**src/psrat_pkg.sv**
```systemverilog
`default_nettype none

package psrat_pkg;

    // Table geometry.
    localparam int NUM_SOURCES = 16;
    localparam int IDX_W       = (NUM_SOURCES > 1) ? $clog2(NUM_SOURCES) : 1;

    // Field widths.
    localparam int ID_W    = 8;
    localparam int RSSI_W  = 8;
    localparam int COUNT_W = 16;
    localparam int SUM_W   = 24;
    localparam int DMG_W   = 16;

    // Stream widths.
    localparam int S_TDATA_W = 40;
    localparam int M_TDATA_W = 32;

    // Count limits.
    localparam logic [COUNT_W-1:0] COUNT_MAX   = '1;
    localparam logic [COUNT_W-1:0] MIN_PACKETS = COUNT_W'(3);

    // Window compare against the table size, one bit wider than an id.
    localparam logic [ID_W:0] NUM_SOURCES_EXT = (ID_W + 1)'(NUM_SOURCES);

    // Divider: one quotient bit per step over the whole sum magnitude.
    localparam int DIV_STEPS = SUM_W;
    localparam int DCNT_W    = $clog2(DIV_STEPS);
    localparam logic [DCNT_W-1:0] DIV_LAST = DCNT_W'(DIV_STEPS - 1);

    // Configuration register indexes.
    localparam int CFG_IDX_W = 1;
    localparam logic [CFG_IDX_W-1:0] CFG_FIRST_SOURCE_ID = 1'b0;
    localparam logic [CFG_IDX_W-1:0] CFG_LAST_SOURCE_ID  = 1'b1;

    // Request kinds carried in tuser.
    localparam logic ACT_PACKET = 1'b0;
    localparam logic ACT_CHECK  = 1'b1;

    typedef enum logic [2:0] {
        ST_IDLE,
        ST_MAP,
        ST_EXEC,
        ST_DIV,
        ST_FINISH,
        ST_DONE
    } t_state;

endpackage

`default_nettype wire

```
**src/per_source_rssi_average_threshold.sv**
```systemverilog
// Flow: a request passes through ST_MAP and ST_EXEC to ST_DONE; a check of an entry with three
// or more packets also passes through ST_DIV and ST_FINISH, where the serial divider runs.
// Throughput: one request at a time; the next is taken once the result has moved into the
// output register.
// Reset: synchronous, active low; clears the table and all handshakes, and sets the window to sources 0 to 15.
`default_nettype none

module per_source_rssi_average_threshold
    import psrat_pkg::*;
(
    input  wire logic                  i_clk,
    input  wire logic                  i_rst_n,

    // Request stream.
    input  wire logic                  i_s_tvalid,
    output logic                       o_s_tready,
    // tdata: source_id[7:0], rssi[15:8], rssi_threshold[23:16], damage_value[39:24]
    input  wire logic [S_TDATA_W-1:0]  i_s_tdata,
    // tuser: action (0 = packet received, 1 = check and clear)
    input  wire logic                  i_s_tuser,

    // Result stream.
    output logic                       o_m_tvalid,
    input  wire logic                  i_m_tready,
    // tdata: in_table[0], near[1], average_rssi[9:2], damage[25:10], zero[31:26]
    output logic [M_TDATA_W-1:0]       o_m_tdata,

    // Configuration write channel.
    input  wire logic                  i_cfg_valid,
    output logic                       o_cfg_ready,
    input  wire logic [CFG_IDX_W-1:0]  i_cfg_index,
    input  wire logic [ID_W-1:0]       i_cfg_data
);

    // ------------------------------------------------------------------
    // State and registers.
    // ------------------------------------------------------------------
    t_state r_state, n_state;

    // Window configuration.
    logic [ID_W-1:0] r_first;
    logic [ID_W-1:0] r_last;

    // Captured request.
    logic                     r_action;
    logic [ID_W-1:0]          r_src;
    logic signed [RSSI_W-1:0] r_rssi;
    logic signed [RSSI_W-1:0] r_thr_in;
    logic [DMG_W-1:0]         r_dmg_in;

    // Table lookup result.
    logic             r_hit;
    logic [IDX_W-1:0] r_idx;

    // Beacon table, one entry for each of the first NUM_SOURCES sources of the window.
    logic [COUNT_W-1:0]       r_count [NUM_SOURCES];
    logic signed [SUM_W-1:0]  r_sum   [NUM_SOURCES];
    logic signed [RSSI_W-1:0] r_thr   [NUM_SOURCES];
    logic [DMG_W-1:0]         r_dmg   [NUM_SOURCES];

    // Serial divider: the quotient shifts in as the dividend shifts out.
    logic [SUM_W-1:0]   r_quo;
    logic [COUNT_W-1:0] r_rem;
    logic [COUNT_W-1:0] r_div;
    logic [DCNT_W-1:0]  r_dcnt;
    logic               r_neg;

    // Result staging, filled before the output register takes it.
    logic                     r_res_in_table;
    logic                     r_res_near;
    logic [RSSI_W-1:0]        r_res_avg;
    logic [DMG_W-1:0]         r_res_dmg;

    // Output register.
    logic                 r_m_tvalid;
    logic [M_TDATA_W-1:0] r_m_tdata;

    // Handshake strobes from the output decode.
    logic w_in_ready;
    logic w_out_load;

    // ------------------------------------------------------------------
    // Window mapping. The offset is one bit wider than an id so that a
    // table of 256 entries still compares correctly.
    // ------------------------------------------------------------------
    logic [ID_W:0] w_off;
    logic          w_hit;

    assign w_off = {1'b0, r_src} - {1'b0, r_first};
    assign w_hit = (r_src >= r_first) && (r_src <= r_last) && (w_off < NUM_SOURCES_EXT);

    // Entry fields at the current index.
    logic [COUNT_W-1:0]       w_cnt;
    logic signed [SUM_W-1:0]  w_sum;
    logic [SUM_W-1:0]         w_sum_mag;
    logic                     w_sat;
    logic                     w_few;

    assign w_cnt     = r_count[r_idx];
    assign w_sum     = r_sum[r_idx];
    // The sum never reaches the most negative 24-bit value, so negation is safe.
    assign w_sum_mag = w_sum[SUM_W-1] ? (SUM_W'(0) - w_sum) : w_sum;
    assign w_sat     = (w_cnt == COUNT_MAX);
    assign w_few     = (w_cnt < MIN_PACKETS);

    // ------------------------------------------------------------------
    // Divider step: restoring division, one quotient bit per cycle.
    // ------------------------------------------------------------------
    logic [COUNT_W:0] w_shift;
    logic             w_ge;
    logic [COUNT_W:0] w_diff;

    assign w_shift = {r_rem, r_quo[SUM_W-1]};
    assign w_ge    = (w_shift >= {1'b0, r_div});
    assign w_diff  = w_shift - {1'b0, r_div};

    // ------------------------------------------------------------------
    // Finishing: the quotient magnitude is at most 128, so nine bits carry
    // the signed average before it is cut to eight.
    // ------------------------------------------------------------------
    logic [RSSI_W:0]        w_qmag;
    logic signed [RSSI_W:0] w_avg;
    logic signed [RSSI_W:0] w_thr_ext;

    assign w_qmag    = r_quo[RSSI_W:0];
    assign w_avg     = r_neg ? ((RSSI_W + 1)'(0) - w_qmag) : w_qmag;
    assign w_thr_ext = {r_thr[r_idx][RSSI_W-1], r_thr[r_idx]};

    // ------------------------------------------------------------------
    // Sequencer: next state.
    // ------------------------------------------------------------------
    always_comb begin
        n_state = r_state;
        unique case (r_state)
            ST_IDLE: begin
                if (i_s_tvalid) begin
                    n_state = ST_MAP;
                end
            end
            ST_MAP: begin
                n_state = ST_EXEC;
            end
            ST_EXEC: begin
                // Only a check of a mapped entry with enough packets divides.
                if (r_hit && (r_action == ACT_CHECK) && !w_few) begin
                    n_state = ST_DIV;
                end else begin
                    n_state = ST_DONE;
                end
            end
            ST_DIV: begin
                if (r_dcnt == DIV_LAST) begin
                    n_state = ST_FINISH;
                end
            end
            ST_FINISH: begin
                n_state = ST_DONE;
            end
            ST_DONE: begin
                if (w_out_load) begin
                    n_state = ST_IDLE;
                end
            end
            default: begin
                n_state = ST_IDLE;
            end
        endcase
    end

    // ------------------------------------------------------------------
    // Sequencer: handshake decode.
    // ------------------------------------------------------------------
    always_comb begin
        w_in_ready = 1'b0;
        w_out_load = 1'b0;
        unique case (r_state)
            ST_IDLE: begin
                w_in_ready = 1'b1;
            end
            ST_DONE: begin
                // The result moves on once the output register is free or drains now.
                w_out_load = !r_m_tvalid || i_m_tready;
            end
            default: begin
                w_in_ready = 1'b0;
            end
        endcase
    end

    always_ff @(posedge i_clk) begin
        if (!i_rst_n) begin
            r_state <= ST_IDLE;
        end else begin
            r_state <= n_state;
        end
    end

    // ------------------------------------------------------------------
    // Configuration registers. The channel never stalls.
    // ------------------------------------------------------------------
    always_ff @(posedge i_clk) begin
        if (!i_rst_n) begin
            r_first <= '0;
            r_last  <= ID_W'(15);
        end else if (i_cfg_valid) begin
            unique case (i_cfg_index)
                CFG_FIRST_SOURCE_ID: r_first <= i_cfg_data;
                CFG_LAST_SOURCE_ID:  r_last  <= i_cfg_data;
            endcase
        end
    end

    // ------------------------------------------------------------------
    // Request capture and lookup.
    // ------------------------------------------------------------------
    always_ff @(posedge i_clk) begin
        if (w_in_ready && i_s_tvalid) begin
            r_action <= i_s_tuser;
            r_src    <= i_s_tdata[7:0];
            r_rssi   <= i_s_tdata[15:8];
            r_thr_in <= i_s_tdata[23:16];
            r_dmg_in <= i_s_tdata[39:24];
        end
        if (r_state == ST_MAP) begin
            r_hit <= w_hit;
            r_idx <= w_off[IDX_W-1:0];
        end
    end

    // ------------------------------------------------------------------
    // Table update. A packet accumulates unless the count has saturated;
    // a check clears count and sum but keeps threshold and damage.
    // ------------------------------------------------------------------
    always_ff @(posedge i_clk) begin
        if (!i_rst_n) begin
            for (int i = 0; i < NUM_SOURCES; i++) begin
                r_count[i] <= '0;
                r_sum[i]   <= '0;
                r_thr[i]   <= '0;
                r_dmg[i]   <= '0;
            end
        end else if ((r_state == ST_EXEC) && r_hit) begin
            if (r_action == ACT_PACKET) begin
                if (!w_sat) begin
                    r_count[r_idx] <= w_cnt + COUNT_W'(1);
                    r_sum[r_idx]   <= w_sum + SUM_W'(r_rssi);
                    r_thr[r_idx]   <= r_thr_in;
                    r_dmg[r_idx]   <= r_dmg_in;
                end
            end else begin
                r_count[r_idx] <= '0;
                r_sum[r_idx]   <= '0;
            end
        end
    end

    // ------------------------------------------------------------------
    // Divider registers.
    // ------------------------------------------------------------------
    always_ff @(posedge i_clk) begin
        if (r_state == ST_EXEC) begin
            r_quo  <= w_sum_mag;
            r_rem  <= '0;
            r_div  <= w_cnt;
            r_neg  <= w_sum[SUM_W-1];
            r_dcnt <= '0;
        end else if (r_state == ST_DIV) begin
            r_quo  <= {r_quo[SUM_W-2:0], w_ge};
            r_rem  <= w_ge ? w_diff[COUNT_W-1:0] : w_shift[COUNT_W-1:0];
            r_dcnt <= r_dcnt + DCNT_W'(1);
        end
    end

    // ------------------------------------------------------------------
    // Result staging.
    // ------------------------------------------------------------------
    always_ff @(posedge i_clk) begin
        if (r_state == ST_EXEC) begin
            r_res_in_table <= r_hit;
            r_res_near     <= 1'b0;
            r_res_avg      <= '0;
            if (!r_hit) begin
                r_res_dmg <= '0;
            end else if ((r_action == ACT_PACKET) && !w_sat) begin
                r_res_dmg <= r_dmg_in;
            end else begin
                r_res_dmg <= r_dmg[r_idx];
            end
        end else if (r_state == ST_FINISH) begin
            r_res_near <= (w_avg >= w_thr_ext);
            r_res_avg  <= w_avg[RSSI_W-1:0];
        end
    end

    // ------------------------------------------------------------------
    // Output register.
    // ------------------------------------------------------------------
    always_ff @(posedge i_clk) begin
        if (!i_rst_n) begin
            r_m_tvalid <= 1'b0;
        end else if (w_out_load) begin
            r_m_tvalid <= 1'b1;
        end else if (i_m_tready) begin
            r_m_tvalid <= 1'b0;
        end
    end

    always_ff @(posedge i_clk) begin
        if (w_out_load) begin
            r_m_tdata <= {6'b0, r_res_dmg, r_res_avg, r_res_near, r_res_in_table};
        end
    end

    assign o_s_tready  = w_in_ready;
    assign o_m_tvalid  = r_m_tvalid;
    assign o_m_tdata   = r_m_tdata;
    assign o_cfg_ready = 1'b1;

endmodule

`default_nettype wire

```
**config.mk**
```make
export PLATFORM = sky130hd
export DESIGN_NAME = per_source_rssi_average_threshold
export DESIGN_NICKNAME = d
export VERILOG_FILES = /design/src/psrat_pkg.sv /design/src/per_source_rssi_average_threshold.sv
export SDC_FILE = /design/constraint.sdc
export NUM_CORES = 2
export LEC_CHECK = 0
export BUFFER_PORTS_ARGS = -buffer_cell sky130_fd_sc_hd__buf_2
export CAP_MARGIN = 20
export CORE_MARGIN = 2
export CORE_UTILIZATION = 55
export CTS_CLUSTER_DIAMETER = 50
export DETAILED_ROUTE_END_ITERATION = 10
export PLACE_DENSITY_LB_ADDON = 0.25
export SLEW_MARGIN = 30
export SYNTH_ARGS = -nofsm -noshare
export SYNTH_HDL_FRONTEND = slang
export SYNTH_SLANG_ARGS = --single-unit
```
**constraint.sdc**
```tcl
create_clock -name i_clk -period 7.4 [get_ports i_clk]
set_input_delay 1.48 -clock i_clk [delete_from_list [all_inputs] [get_ports i_clk]]
set_output_delay 1.48 -clock i_clk [all_outputs]
set_load 0.01 [all_outputs]
```
======== Yosys cells after proc, flatten, opt, wreduce, memory -nomap -nowiden ========
Memories as Yosys holds them, arrays and structs flattened. A register that Yosys moved wholly into a read port is not among the register bits.
Cells that the tools add are included.
word-level totals
  flip-flop bits (word level) ............. 180
  latch bits .............................. 0
  bits in writable memories ............... 1024
  memory bits (read-only) ................. 0
  input bits .............................. 55
  word-level logic and storage cells ...... 116
  memories kept ........................... 4
operators by class
  $add $sub $neg .......................... 7
  multiply operators ...................... 0
  div/mod/pow operators ................... 0
  order comparisons ....................... 6
  equality and inequality tests ........... 10
  shift-type cells ........................ 0
  muxes and demuxes ....................... 43
  bitwise logic cells ..................... 4
  reduce and logical (&&, ||, !) cells .... 21
memory list
  name     depth  bits a word  rd ports  clocked after Yosys merged registers in  wr ports  RTL line                                 source
  r_sum    16     24           1         1                                        16        per_source_rssi_average_threshold.sv:57  logic signed [SUM_W-1:0] r_sum [NUM_SOURCES];
  r_count  16     16           1         1                                        16        per_source_rssi_average_threshold.sv:56  logic [COUNT_W-1:0] r_count [NUM_SOURCES];
  r_dmg    16     16           1         1                                        16        per_source_rssi_average_threshold.sv:59  logic [DMG_W-1:0] r_dmg [NUM_SOURCES];
  r_thr    16     8            1         1                                        16        per_source_rssi_average_threshold.sv:58  logic signed [RSSI_W-1:0] r_thr [NUM_SOURCES];
operators by type and width
  kind                                                                    number
  24-bit 2-to-1 mux                                                       5
  16-bit 2-to-1 mux                                                       5
  4-bit 2-to-1 mux                                                        8
  16-bit OR reduction                                                     2
  24-bit by 8-bit adder with 24-bit output                                1
  24-bit OR reduction                                                     1
  1-bit by 24-bit subtractor with 24-bit output (first input constant)    1
  1-bit 2-to-1 mux                                                        18
  3-bit one-hot mux with 6 select lines                                   1
  17-bit by 16-bit >= comparator with 1-bit output                        1
  16-bit by 1-bit adder with 16-bit output (second input constant)        1
  16-bit == test (second input constant)                                  1
  16-bit by 2-bit < comparator with 1-bit output (second input constant)  1
  16-bit subtractor                                                       1
  3-bit 2-to-1 mux                                                        4
  9-bit by 8-bit >= comparator with 1-bit output                          1
  9-bit by 5-bit < comparator with 1-bit output (second input constant)   1
  9-bit 2-to-1 mux                                                        1
  1-bit by 9-bit subtractor with 9-bit output (first input constant)      1
  8-bit by 8-bit subtractor with 9-bit output                             1
  8-bit >= comparator                                                     1
  8-bit <= comparator                                                     1
  8-bit 2-to-1 mux                                                        1
  8-bit OR reduction                                                      1
  other kinds (15)                                                        31

======== Longest topological paths before layout ========
  word-level depth ........................ 9
  depth in mapped cells ................... 21
  gate-level depth less buffers ........... 14

======== Worst setup path after synthesis ========
OpenSTA, ideal clock, no wires.
  path type ............................... register to register
  start point ............................. register (tool-made name)
  end point ............................... memory r_sum[0][21] (data pin)
  setup time .............................. 265 ps
  arrival ................................. 4527 ps
  required time ........................... 7135 ps
  slack ................................... 2608 ps
  stages on the path, launching flop included .. 20
  path buffers ............................ 7
  clock period less this slack ............ 4792 ps
  path through ............................ dfxtp_1 -> buf_2 -> buf_4 -> buf_2 -> buf_2 -> buf_4 -> clkbuf_1 -> mux4_2 -> a22oi_1 -> nand2_1 -> ha_1 -> a21oi_1 -> o21ai_0 -> a21oi_1 -> a21boi_0 -> a211oi_1 -> o21ai_0 -> a311oi_1 -> clkbuf_1 -> nor2_1
RTL lines
  element    RTL line
  to (decl)  per_source_rssi_average_threshold.sv:57

==> flow_summary_export.csv <==
group,metric,value,unit
sta,slew_headroom,0.2781,
floorplanning,fp.dieW,319.1,um
logic_synthesis,avgSynthCellArea,14.07,sq um
route,drt-pass1-iter-count,6,
global_route,grt_overflow,0,
sta,finalHoldViolations,0,
logic_synthesis,syn-instance-count,3881,
cts,path_clk_slew,0.06,ns
route,vias,34067,
worst_setup_path,crit_buf_inv,2,
logic_synthesis,yosys_warnings,0,
floorplanning,fp.dieArea,101800,sq um
logic_synthesis,ys_seq_area_frac,0.6544,
sta,timing.hold.ws,0.4159,ns
sta,finalCritPeriodShare,0.7652,
worst_setup_path,cp_cell_sequence,"buf_4 -> mux4_2 -> a22o_1 -> a221oi_2 -> inv_1 -> ha_1 -> fa_1 -> a211oi_1 -> o21bai_1 -> a21oi_1 -> o21ai_0 -> and3_1 -> o2111a_1 -> nor3_1 -> nor2_1",
route,drc,0,
sta,fin_skew,0.04239,ns
placement,gp_congestion,0.9343,
logic_synthesis,yosys-top-cells-count,"1154 x edfxtp_1, 1044 x nor2_1, 281 x mux4_2, 198 x nand2_1, 129 x clkbuf_1",
cts,cts_resized,0,
pwr,power.density,352.8,nW/um^2
logic_synthesis,yosys.area.top_type_share,0.6346,
global_route,grt_usage,0.3001,
route,finalWirelength,152.1,mm
global_route,grt_max_degree,77,
global_route,grt_pass1_vias,33373,
worst_setup_path,cp_max_fo,46,
sta,final_max_slew_viol_count,0,
cts,cts_buffers,133,
logic_synthesis,synth_seq_cells,1208,
worst_setup_path,worstSetupPathType,"flop to flop",
cells_and_area,instances_no_fill,5305,
global_route,antenna_found_initial,4,
global_route,grt_pass1_wl,221.6,mm
sta,rsz0062_at_grt,"false",
cells_and_area,seqCellArea,35750,sq um
logic_synthesis,synthArstFlopShare,0,
cts,cts_setup_buffers,0,
cells_and_area,fin_area,60250,sq um
logic_synthesis,synth_area,54610,sq um
worst_hold_path,hold_path.class,"flop to flop",
sta,setup_ws,1.738,ns
floorplanning,initial_core_util,0.5548,
cts,cts_tree,"built",
cts,ctsHtreeMaxLevel,4,
placement,place_hpwl,89.29,mm
cells_and_area,fillers,7326,
worst_setup_path,worstPathRequired,7.86,ns
logic_synthesis,synth_edf_count,1154,
logic_synthesis,synth_area_leaders,"edfxtp_1 63%, mux4_2 12%, nor2_1 7.2%",
sta,finalSetupViolCount,0,
worst_setup_path,max_stage_delay,0.84,ns
floorplanning,fp-row-count,115,
cts,cts_root_buffer,"clkbuf_16",
placement,placed_area,56070,sq um
worst_setup_path,arrival,6.12,ns
worst_setup_path,crit_family,"compound AO/OA/AOI/OAI gates",
placement,place_inst,5063,
logic_synthesis,yosys_most_used_dff,"edfxtp_1",
run,max_cap_viol_count,0,
cts,cts_hold_buf,0,
sta,fin_setup_tns,0,ns
route,ant_nets,0,
logic_synthesis,synth_cell_types,86,
cts,cts.sinks,1208,
cells_and_area,nets,4037,
route,routedWlPerCell,28.68,um
cells_and_area,drive_gt1_frac,0.1888,
pwr,power_leakage,21.98,nW
route,viasPerCell,6.422,
worst_setup_path,crit_path_end_kind,"flop",
worst_setup_path,crit_path_start_kind,"flop",
pwr,finalPower,21.25,mW
route,drt_iter0_markers,5011,
worst_setup_path,crit_slowest_cell,"dfxtp_4",
pwr,peakVddDrop,0.2201,mV
outcome,status,"finished clean",
floorplanning,die_h,319.1,um
floorplanning,io_pins,90,
cts,cts_buffer_depth,3,
worst_setup_path,rrSetupSlack,1.74,ns
placement,io_buffers,82,
logic_synthesis,yosysMostFrequentCell,"edfxtp_1",
placement,pre_cts_ws,1.853,ns
floorplanning,core,98420,sq um
cells_and_area,finish.utilization,0.6121,
cells_and_area,area_growth,10.33,%
sta,fmax,0.1766,GHz
sta,min_period,5.662,ns
sta,worst_slew_pin_slew,1.076,ns
logic_synthesis,yosysTopAreaCell,"edfxtp_1",
cts,clock_latency,0.75,ns
cells_and_area,multiInputGateArea,17070,sq um
==> logic make-up (layout without fill, tap and decap cells) <==
family / Yosys count / in the layout / share of synthesized area
buffers and inverters: 395 / 524 / 0.03646
and+or+nand+nor: 1512 / 1512 / 0.1189
xor gates and xnor gates: 59 / 59 / 0.009463
DFF: 1208 / 1208 / 0.6544
other: 2 / 10 / 0.0001375
adders and majority gates: 71 / 71 / 0.01668
AOI/OAI and AO/OA: 291 / 291 / 0.03620
muxes: 343 / 343 / 0.1277
==> placed cells by master (no fill, tap or decap), types with 31 or more instances in the layout <==
cell type	Yosys	layout
nor2_1	1044	1043
o21ai_0	74	73
clkbuf_16	0	135
dfxtp_1	54	51
edfxtp_1	1154	1154
buf_2	90	82
inv_1	92	91
clkbuf_1	129	31
buf_4	44	100
a21oi_1	49	49
xnor2_1	44	44
nand3_1	63	52
nand2_1	198	182
mux2i_1	53	52
mux4_2	281	281
nor3_1	69	69
ha_1	68	68
==> layer usage <==
layer | part of all wire | vias up | wire (um) | global-route usage
met5 | 0.000085 | - | 13 | 0
met4 | 0.026 | 2 | 3954 | 0.08952
met3 | 0.14 | 297 | 21080 | 0.07906
met2 | 0.45 | 2310 | 69090 | 0.4533
met1 | 0.38 | 17078 | 57990 | 0.4322
li1 | - | 14380 | - | -
==> worst reg2reg max path: stages, from the launching register on <==
cell      delay (ns)
dfxtp_4         0.84
buf_4           0.44
mux4_2          0.36
a22o_1          0.27
a221oi_2        0.35
inv_1           0.09
ha_1            0.24
fa_1            0.46
a211oi_1        0.36
o21bai_1        0.20
a21oi_1         0.17
o21ai_0         0.20
and3_1          0.27
o2111a_1        0.26
nor3_1          0.79
nor2_1          0.08
==> cell type report <==
type                       instances  share of cell area
antenna                            3           0.0001246
clock inverter                    73             0.01084
inverter                          96            0.006002
multi-input combinational       2283              0.2834
sequential                      1208              0.5933
tap                             1287             0.02673
timing repair buffer             189             0.02160
clock buffer                     166             0.05801
==> flip-flops by register name (all words and copies together) (netlist names), 3 cells and up, named ones only <==
| register | cells |
|---|---|
| r_thr | 128 |
| r_res_dmg | 16 |
| r_first | 8 |
| r_count | 256 |
| r_idx | 4 |
| r_src | 8 |
| r_sum | 384 |
| r_rssi | 8 |
| r_quo | 24 |
| r_div | 16 |
| r_res_avg | 8 |
| r_dcnt | 5 |
| r_last | 8 |
| r_dmg_in | 16 |
| r_thr_in | 8 |
| o_m_tdata | 26 |
| r_rem | 16 |
| r_state | 3 |
| r_dmg | 256 |
==> where the power goes <==
part | total [mW] | internal (mW) | switching [mW]
clock network | 6.36 | 3.58 | 2.78
logic | 6.69 | 2.23 | 4.46
registers | 8.21 | 7.91 | 0.304
total | 21.3 | 13.7 | 7.54
==> final timing paths <==
path / depth (start not counted) / to / start
max reg2reg: 15 / r_sum[10][22] / flop
min reg2reg: 0 / o_m_tdata[14] / r_res_dmg[4]
min: 0 / o_m_tdata[14] / r_res_dmg[4]
max: 15 / r_sum[10][22] / flop
No activity file was read; power rests on OpenSTA's default activity.
